==> src/ufrs_pkg.sv <==
// Shared types and constants for the union-find engine.
// No dependencies; used by ufrs_reduce and union_find_rank_size.
package ufrs_pkg;

    localparam int NODES_DEF = 1024;    // default node table depth
    localparam int NODE_W    = 10;      // width of node fields on the ports
    localparam int RANK_W    = 4;
    localparam int SIZE_W    = 11;

    localparam logic [RANK_W-1:0] RANK_MAX = '1;
    localparam logic [SIZE_W-1:0] SIZE_MAX = '1;

    // One request: the two nodes to connect
    typedef struct packed {
        logic [NODE_W-1:0] node_a;
        logic [NODE_W-1:0] node_b;
    } t_request;

    // One result: roots and sizes seen before the merge
    typedef struct packed {
        logic              merged;
        logic [NODE_W-1:0] root_a;
        logic [NODE_W-1:0] root_b;
        logic [SIZE_W-1:0] size_a;
        logic [SIZE_W-1:0] size_b;
    } t_result;

endpackage

==> src/ufrs_reduce.sv <==
// Reduces two node indexes modulo NODES by reciprocal multiplication: quotients are registered first, then remainders.
// Depends on ufrs_pkg.
module ufrs_reduce #(
    parameter int NODES = ufrs_pkg::NODES_DEF
) (
    input  logic                        i_clk,
    input  logic                        i_rst_n,
    input  logic                        i_start,
    input  logic [ufrs_pkg::NODE_W-1:0] i_a,
    input  logic [ufrs_pkg::NODE_W-1:0] i_b,
    output logic                        o_done,
    output logic [ufrs_pkg::NODE_W-1:0] o_a,
    output logic [ufrs_pkg::NODE_W-1:0] o_b
);
    import ufrs_pkg::*;

    // (x * RecipM) >> ShiftS is exactly x / NODES for every NODE_W-bit x
    localparam int ShiftS = NODE_W + $clog2(NODES);
    localparam logic [31:0] RecipM =
        32'(((64'd1 << ShiftS) + 64'(NODES) - 64'd1) / 64'(NODES));
    localparam logic [31:0] NodesWide = 32'(NODES);

    logic              r_run;
    logic              r_done;
    logic [NODE_W-1:0] r_xa;
    logic [NODE_W-1:0] r_xb;
    logic [NODE_W-1:0] r_qa;
    logic [NODE_W-1:0] r_qb;
    logic [NODE_W-1:0] r_a;
    logic [NODE_W-1:0] r_b;
    logic [31:0]       prod_a;
    logic [31:0]       prod_b;
    logic [31:0]       rem_a;
    logic [31:0]       rem_b;

    // quotient from the incoming indexes
    assign prod_a = 32'(i_a) * RecipM;
    assign prod_b = 32'(i_b) * RecipM;

    // remainder from the registered quotient
    assign rem_a = 32'(r_xa) - 32'(r_qa) * NodesWide;
    assign rem_b = 32'(r_xb) - 32'(r_qb) * NodesWide;

    // control
    always_ff @(posedge i_clk) begin
        if (!i_rst_n) begin
            r_run  <= 1'b0;
            r_done <= 1'b0;
        end else begin
            r_run  <= i_start;
            r_done <= r_run;
        end
    end

    // on start: capture indexes and quotients
    always_ff @(posedge i_clk) begin
        if (i_start) begin
            r_xa <= i_a;
            r_xb <= i_b;
            r_qa <= NODE_W'(prod_a >> ShiftS);
            r_qb <= NODE_W'(prod_b >> ShiftS);
        end
    end

    // then the remainders, from the registered quotients
    always_ff @(posedge i_clk) begin
        if (r_run) begin
            r_a <= NODE_W'(rem_a);
            r_b <= NODE_W'(rem_b);
        end
    end

    assign o_done = r_done;
    assign o_a    = r_a;
    assign o_b    = r_b;

    a_done_in_range: assert property (@(posedge i_clk) disable iff (!i_rst_n)
        r_done |-> (32'(r_a) < NodesWide) && (32'(r_b) < NodesWide))
        else $error("reduced index not below NODES");
    a_done_after_run: assert property (@(posedge i_clk) disable iff (!i_rst_n)
        r_done |-> $past(r_run))
        else $error("done without a reduction in progress");
    a_run_excl_done: assert property (@(posedge i_clk) disable iff (!i_rst_n)
        r_run |-> !r_done)
        else $error("done while still reducing");

endmodule

==> config.mk <==
export PLATFORM = sky130hd
export DESIGN_NAME = ufrs_reduce
export DESIGN_NICKNAME = d
export VERILOG_FILES = /design/src/ufrs_pkg.sv /design/src/ufrs_reduce.sv
export SDC_FILE = /design/constraint.sdc
export NUM_CORES = 1
export LEC_CHECK = 0
export ABC_AREA = 1
export BUFFER_PORTS_ARGS = -buffer_cell sky130_fd_sc_hd__buf_4
export CAP_MARGIN = 10
export CORE_ASPECT_RATIO = 1.25
export CORE_MARGIN = 3
export CORE_UTILIZATION = 47
export CTS_CLUSTER_SIZE = 30
export DETAILED_ROUTE_END_ITERATION = 16
export PLACE_DENSITY = 0.82
export SLEW_MARGIN = 5
export SYNTH_ARGS = -nofsm -noshare
export SYNTH_HDL_FRONTEND = slang
export SYNTH_SLANG_ARGS = --single-unit
==> constraint.sdc <==
create_clock -name i_clk -period 1.55 [get_ports i_clk]
set_input_delay 0.31 -clock i_clk [delete_from_list [all_inputs] [get_ports i_clk]]
set_output_delay 0.31 -clock i_clk [all_outputs]
set_load 0.05 [all_outputs]
* After elaboration in Yosys (flattened, before gate mapping) *
Index checks and enable logic that the tools add are counted.

word-level totals
  logic and storage cells = 6
  register bits after elaboration = 42

* Logic depth before layout (Yosys ltp) *
Gate-level depths: netlist of run 1.

  depth in word-level cells = 0
  gate-level depth with buffers = 2
  gate-level depth less buffers = 2

* Worst setup path before layout of run 1 *
No wires, ideal clock.

  path kind = flip-flop to flip-flop
  from = reg r_run
  to = reg r_a[0], in the netlist o_a[0] (enable)
  arrival = 720 ps
  library setup time = 378 ps
  slack = 452 ps
  data required time = 1172 ps
  cell stages (with the launch flop) = 1
  path through = dfxtp_1

RTL lines
  item                    RTL line           RTL
  start, declared         ufrs_reduce.sv:23  logic r_run;
  start signal, assigned  ufrs_reduce.sv:50  r_run <= i_start;
  end signal, assigned    ufrs_reduce.sv:68  r_a <= NODE_W'(rem_a);
  end, declared           ufrs_reduce.sv:29  logic [NODE_W-1:0] r_a;

No word-level cell between the ends.

* Worst setup path in the final report of run 1 *
  from = reg r_a[6], in the netlist o_a[6]
  to = out o_a[6] in the netlist's numbering

RTL lines
  item           RTL line           RTL
  end, declared  ufrs_reduce.sv:12  output logic [ufrs_pkg::NODE_W-1:0] o_a,

No word-level cell between the ends.

==> results.cfg, run 1 <==
[final_layout]
n_antenna_cell = 0
final_nets = 120
fill_cells = 174
stdcell_area_mm2 = 0.00168
syn2layout_area_growth_pct = 33.6
drive_gt1_share_pct = 51.0

[die]
die_area_mm2 = 0.00333
core_area_mm2 = 0.00250
ios = 44
die_w_um = 52.2
rows = 20
die_height_um = 63.8
initial_core_util_pct = 50.2

[hold_path]
min_path_type = input pin to flop

[synthesis]
synth_area_per_cell_um2 = 27.3
synth-seq-cells = 42
yosysWarnings = 0
synth_cell_types = 4
synth_top_area_cell = edfxtp_1
syn_area_mm2 = 0.00126
synth_cells = 46
synth_area_leaders = edfxtp_1 (96%), dfxtp_1 (3.2%), inv_1 (0.60%)
syn-num-nets = 69
yosysSeqAreaShare_pct = 98.8
synth_top_cell_area_share_pct = 95.6

[global_route]
grt_start_max_net_pins = 22
grt_pass1_wl_um = 2590
grtUsageMet2_pct = 18.6
grtUsageMet1_pct = 12.7
grt.overflow.total = 0
met3_usage_pct = 6.53
antenna_found_initial = 0
grt_pass1_vias = 546
top_usage_layer = met2
grt_use_total_pct = 11.8

[power_and_ir_drop]
ir_drop_mv = 1.01
power_density_mw_per_mm2 = 1250
power_w = 0.00209
p_leak_nw = 0.662

[sta]
post-route-min-period_ns = 1.25
finalCritPeriodShare_pct = 80.5
tns_ns = 0
max-slew-margin-rel_pct = 81.5
hold_violations = 0
setup_viol_count_final = 0
rsz0062_at_grt = no
finalClockSkew_ns = 0.00749
slew_violations = 0
worstMarginPinSlew_ns = 0.277
fmax_mhz = 802

[cts]
clk_latency_ns = 0.33
cts_tree = done
clockRootBuffer = clkbuf_4
cts_max_path_buffers = 2
cts.sinks = 42
postCtsSetupRepairBufs = 0
numCtsBuffers = 5
ctsHoldBuffers = 0
clk_pin_slew_ns = 0.11
htreeDepth = 2
cts_resized = 0

[setup_path]
crit_fanout = 1
path_delay_family = flip-flops
critPathArrivalTime_ns = 0.94
endpoint_kind = output port
cp_cell_sequence = buf_4
cp.required_ns = 1.24
slowest_delay_ns = 0.40
cpMaxStageDelayCell = edfxtp_1
path_class = flop to output port
worstSetupStartpointType = flop
critPathBufInv = 1

[routing]
ant_nets = 0
drc_errors = 0
dr.pass1.iters = 4
vias_per_cell = 4.50
dr_total_vias = 589
drt_wl_total_um = 1810
drtIter0Drc = 40
wl_per_cell_um = 13.8

[placement]
dpl_cell_area_mm2 = 0.00163
routabilityCongestion = 0.682
portBuffers = 43
hpwl_um = 1230

[flow_run]
cap_violations = 0

[outcome]
status = complete, no violations
-- state kept, by name, summed over array words and instances, names as in the netlist --
| name | count |
|---|---|
| r_xb | 10 |
| r_run | 1 |
| o_a | 10 |
| o_done | 1 |
| o_b | 10 |
| r_xa | 10 |
-- final cells by class --
type	count	area [um2]	area share (%)
clock buffers	6	41.3	2.46
clock inverters	2	8.76	0.522
inverters	2	7.51	0.447
multi-input cells	2	7.51	0.447
flip-flops and latches	42	1240	74.0
well taps	33	41.3	2.46
repair buffers	44	330	19.7
-- path summary, 6_finish.rpt --
kind | cells after the start | to | start | slack, ns
worst max-delay path | 1 | o_a[6] | o_a[6]$_DFFE_PP_ | 0.30
worst min register to register | 0 | o_b[4]$_DFFE_PP_ | r_xb[4]$_DFFE_PP_ | 0.43
worst max register to register | 1 | o_b[7]$_DFFE_PP_ | r_run$_SDFF_PN0_ | 0.66
worst min-delay path | 1 | r_xa[6]$_DFFE_PP_ | i_a[6] | 0.14
-- layout by cell type, fill, tap and decap left out, drive strengths merged --
cell type	Yosys	routed
buf	0	44
edfxtp	40	40
clkbuf	0	6
nand2	2	2
inv	2	2
dfxtp	2	2
clkinv	0	2
-- per-layer routing --
layer,up-vias,part of all wire (%)
met4,0,0.44
li1,280,-
met2,33,50
met1,274,38
met3,2,11
met5,-,0
-- cell families (layout without fill, tap and decap cells) --
group | after synthesis | after routing | synth area share [%]
buf+inv | 2 | 54 | 0.598
flops | 42 | 42 | 98.8
simple gates | 2 | 2 | 0.598
-- synth_stat cells (all sizes together) --
library cell and number:
edfxtp 40, dfxtp 2, inv 2, nand2 2
-- metrics by stage --
step                      utilization (%)  hold WS, ns  setup slack, ns  instances
after detailed placement             65.1        0.405            0.640        123
after global placement               65.1        0.401            0.669        123
final                                67.1        0.141            0.303        131
after global routing                 67.1        0.114            0.245        131
after floorplan                         -        0.400            0.452         46
after CTS                            67.1        0.127            0.279        131
-- power breakdown --
part | switching (W) | total, W | internal, W
clock | 0.000299 | 0.000469 | 0.000170
sequential | 0.0000218 | 0.00136 | 0.00134
combinational | 0.000180 | 0.000264 | 0.0000848
total | 0.000500 | 0.00209 | 0.00159
Note: power is estimated with default switching activity, not from simulation.
==> run 2, diff against run 1 <==
--- a/config.mk
+++ b/config.mk
@@ -10,10 +10,10 @@
 export CAP_MARGIN = 10
 export CORE_ASPECT_RATIO = 1.25
 export CORE_MARGIN = 3
-export CORE_UTILIZATION = 47
+export CORE_UTILIZATION = 42
 export CTS_CLUSTER_SIZE = 30
 export DETAILED_ROUTE_END_ITERATION = 16
-export PLACE_DENSITY = 0.82
+export PLACE_DENSITY = 0.78
 export SLEW_MARGIN = 5
 export SYNTH_ARGS = -nofsm -noshare
 export SYNTH_HDL_FRONTEND = slang
==> constraint.sdc (replaced) <==
create_clock -name i_clk -period 1.1 [get_ports i_clk]
set_input_delay 0.22 -clock i_clk [delete_from_list [all_inputs] [get_ports i_clk]]
set_output_delay 0.22 -clock i_clk [all_outputs]
set_load 0.05 [all_outputs]
==> run 2 against run 1 <==
Against the previous run: the run now ends with negative setup slack left; sequential power rose by 42%; critical path depth did not move; design area rose by 5.9%; die area rose by 11%; global-route usage fell by 0.35 points; critical path type unchanged; largest cell class unchanged.
==> results.cfg, run 2 (same netlist as run 1, synthesis figures left out) <==
[die]
ios = 44
die_w_um = 54.9
die_area_mm2 = 0.00369
core_area_mm2 = 0.00276
initial_core_util_pct = 45.5
die_height_um = 67.1
rows = 21

[power_and_ir_drop]
p_leak_nw = 0.697
power_density_mw_per_mm2 = 1700
ir_drop_mv = 1.16

[cts]
numCtsBuffers = 5
htreeDepth = 2
cts.sinks = 42
clk_latency_ns = 0.34
clk_pin_slew_ns = 0.11
clockRootBuffer = clkbuf_4
cts_tree = done
cts_max_path_buffers = 2

[placement]
placedCellCount = 126
routabilityCongestion = 0.658
place_ws_ns = 0.295
portBuffers = 43

[sta]
fin_ws_ns = -0.0572
rsz0062_at_grt = yes
finalCritPeriodShare_pct = 105
setup_viol_count_final = 20
slew_violations = 0
max-slew-margin-rel_pct = 83.1
hold_violations = 0
worstMarginPinSlew_ns = 0.254
fmax_mhz = 864
post-route-min-period_ns = 1.16
finalClockSkew_ns = 0.00726

[outcome]
status = finished with violations
violations = negative setup slack

[global_route]
grt_use_total_pct = 11.5
antenna_found_initial = 0
grt_pass1_wl_um = 2750
grt_pass1_vias = 583
grt_start_max_net_pins = 22
grt.overflow.total = 0

[final_layout]
syn2layout_area_growth_pct = 41.4
final_cells = 134
final_nets = 122
fin_util_pct = 64.4
final_common_cell = edfxtp_1
final_cell_mix = edfxtp_1 (40), buf_4 (25), buf_6 (21)
n_antenna_cell = 0
drive_gt1_share_pct = 53.0

[routing]
drtIter0Drc = 2
wl_per_cell_um = 13.1
ant_nets = 0
dr.pass1.iters = 2
vias_per_cell = 4.43
drc_errors = 0
drt_wl_total_um = 1760
dr_total_vias = 593

[setup_path]
cpMaxStageDelayCell = edfxtp_1
path_class = flop to output port
cp.required_ns = 0.88
slowest_delay_ns = 0.42
r2r_cells = 1
endpoint_kind = output port
r2r_start = r_run$_SDFF_PN0_
worstSetupStartpointType = flop
ff2ff_setup_slack_ns = 0.29
cp_cell_sequence = buf_6
critPathArrivalTime_ns = 0.94
crit_fanout = 1
critPathBufInv = 1
timing.rr.end = o_a[8]$_DFFE_PP_
path_delay_family = flip-flops

[flow_run]
cap_violations = 0

[hold_path]
whs_endpoint = r_xb[8]$_DFFE_PP_
hold_start = i_b[8]
min_path_cells = 1
min_path_type = input pin to flop
run 2: changes by cell type in the layout (fill, tap and decap cells not counted):
cell        previous run  this run
buf_6                  0        21
clkinvlp_4             0         1
buf_4                 44        25
clkbuf_1               1         0
run 2: routing by layer:
layer | wire, um | track usage [%] | part of all wire [%]
met3 | 212 | 6.18 | 12
met5 | 0 | 0 | 0
met4 | 44 | 7.29 | 2.5
met2 | 826 | 16.3 | 47
met1 | 678 | 13.4 | 38
run 2: power by group:
part           total [W]  internal, W  leakage (nW)  switching, W
Sequential       0.00193      0.00189         0.400     0.0000420
Clock           0.000688     0.000238        0.0286      0.000450
Combinational   0.000411     0.000158         0.269      0.000253
run 2: repair_timing:
action,CTS,global route
setup endpoints to repair,20,21
resized for setup,20,1
hold buffers,0,0
setup buffers,0,0
run 2: worst max path at each step:
stage | slack [ns] | end | cells after the start | startpoint
detailed placement | 0.29 | r_xa[3]$_DFFE_PP_ | 1 | i_start
global placement | 0.31 | r_xb[6]$_DFFE_PP_ | 1 | i_start
global route | -0.11 | o_a[9] | 1 | o_a[9]$_DFFE_PP_
CTS | -0.07 | o_b[4] | 1 | o_b[4]$_DFFE_PP_
finish | -0.06 | o_a[9] | 1 | o_a[9]$_DFFE_PP_
floorplan | 0.002 | o_a[0]$_DFFE_PP_ | 0 | r_run$_SDFF_PN0_
run 2: cell type report:
class / count / area (um2)
flip-flops and latches: 42 / 1240
fillers: 201 / 982
repair buffers: 46 / 424
clock inverters: 3 / 16.3
clock buffers: 5 / 37.5
multi-input cells: 2 / 7.51
inverters: 2 / 7.51
well taps: 34 / 42.5
run 2: stage by stage:
| stage | setup TNS, ns | hold WS, ns | total power (W) | instance area, um2 |
|---|---|---|---|---|
| detailed placement | 0 | 0.400 | 0.00234 | 1640 |
| global placement | 0 | 0.398 | 0.00233 | 1640 |
| global route | -1.46 | 0.0153 | 0.00314 | 1780 |
| finish | -0.442 | 0.0452 | 0.00303 | 1780 |
| floorplan | 0 | 0.313 | 0.00216 | 1260 |
| CTS | -0.870 | 0.0268 | 0.00306 | 1770 |
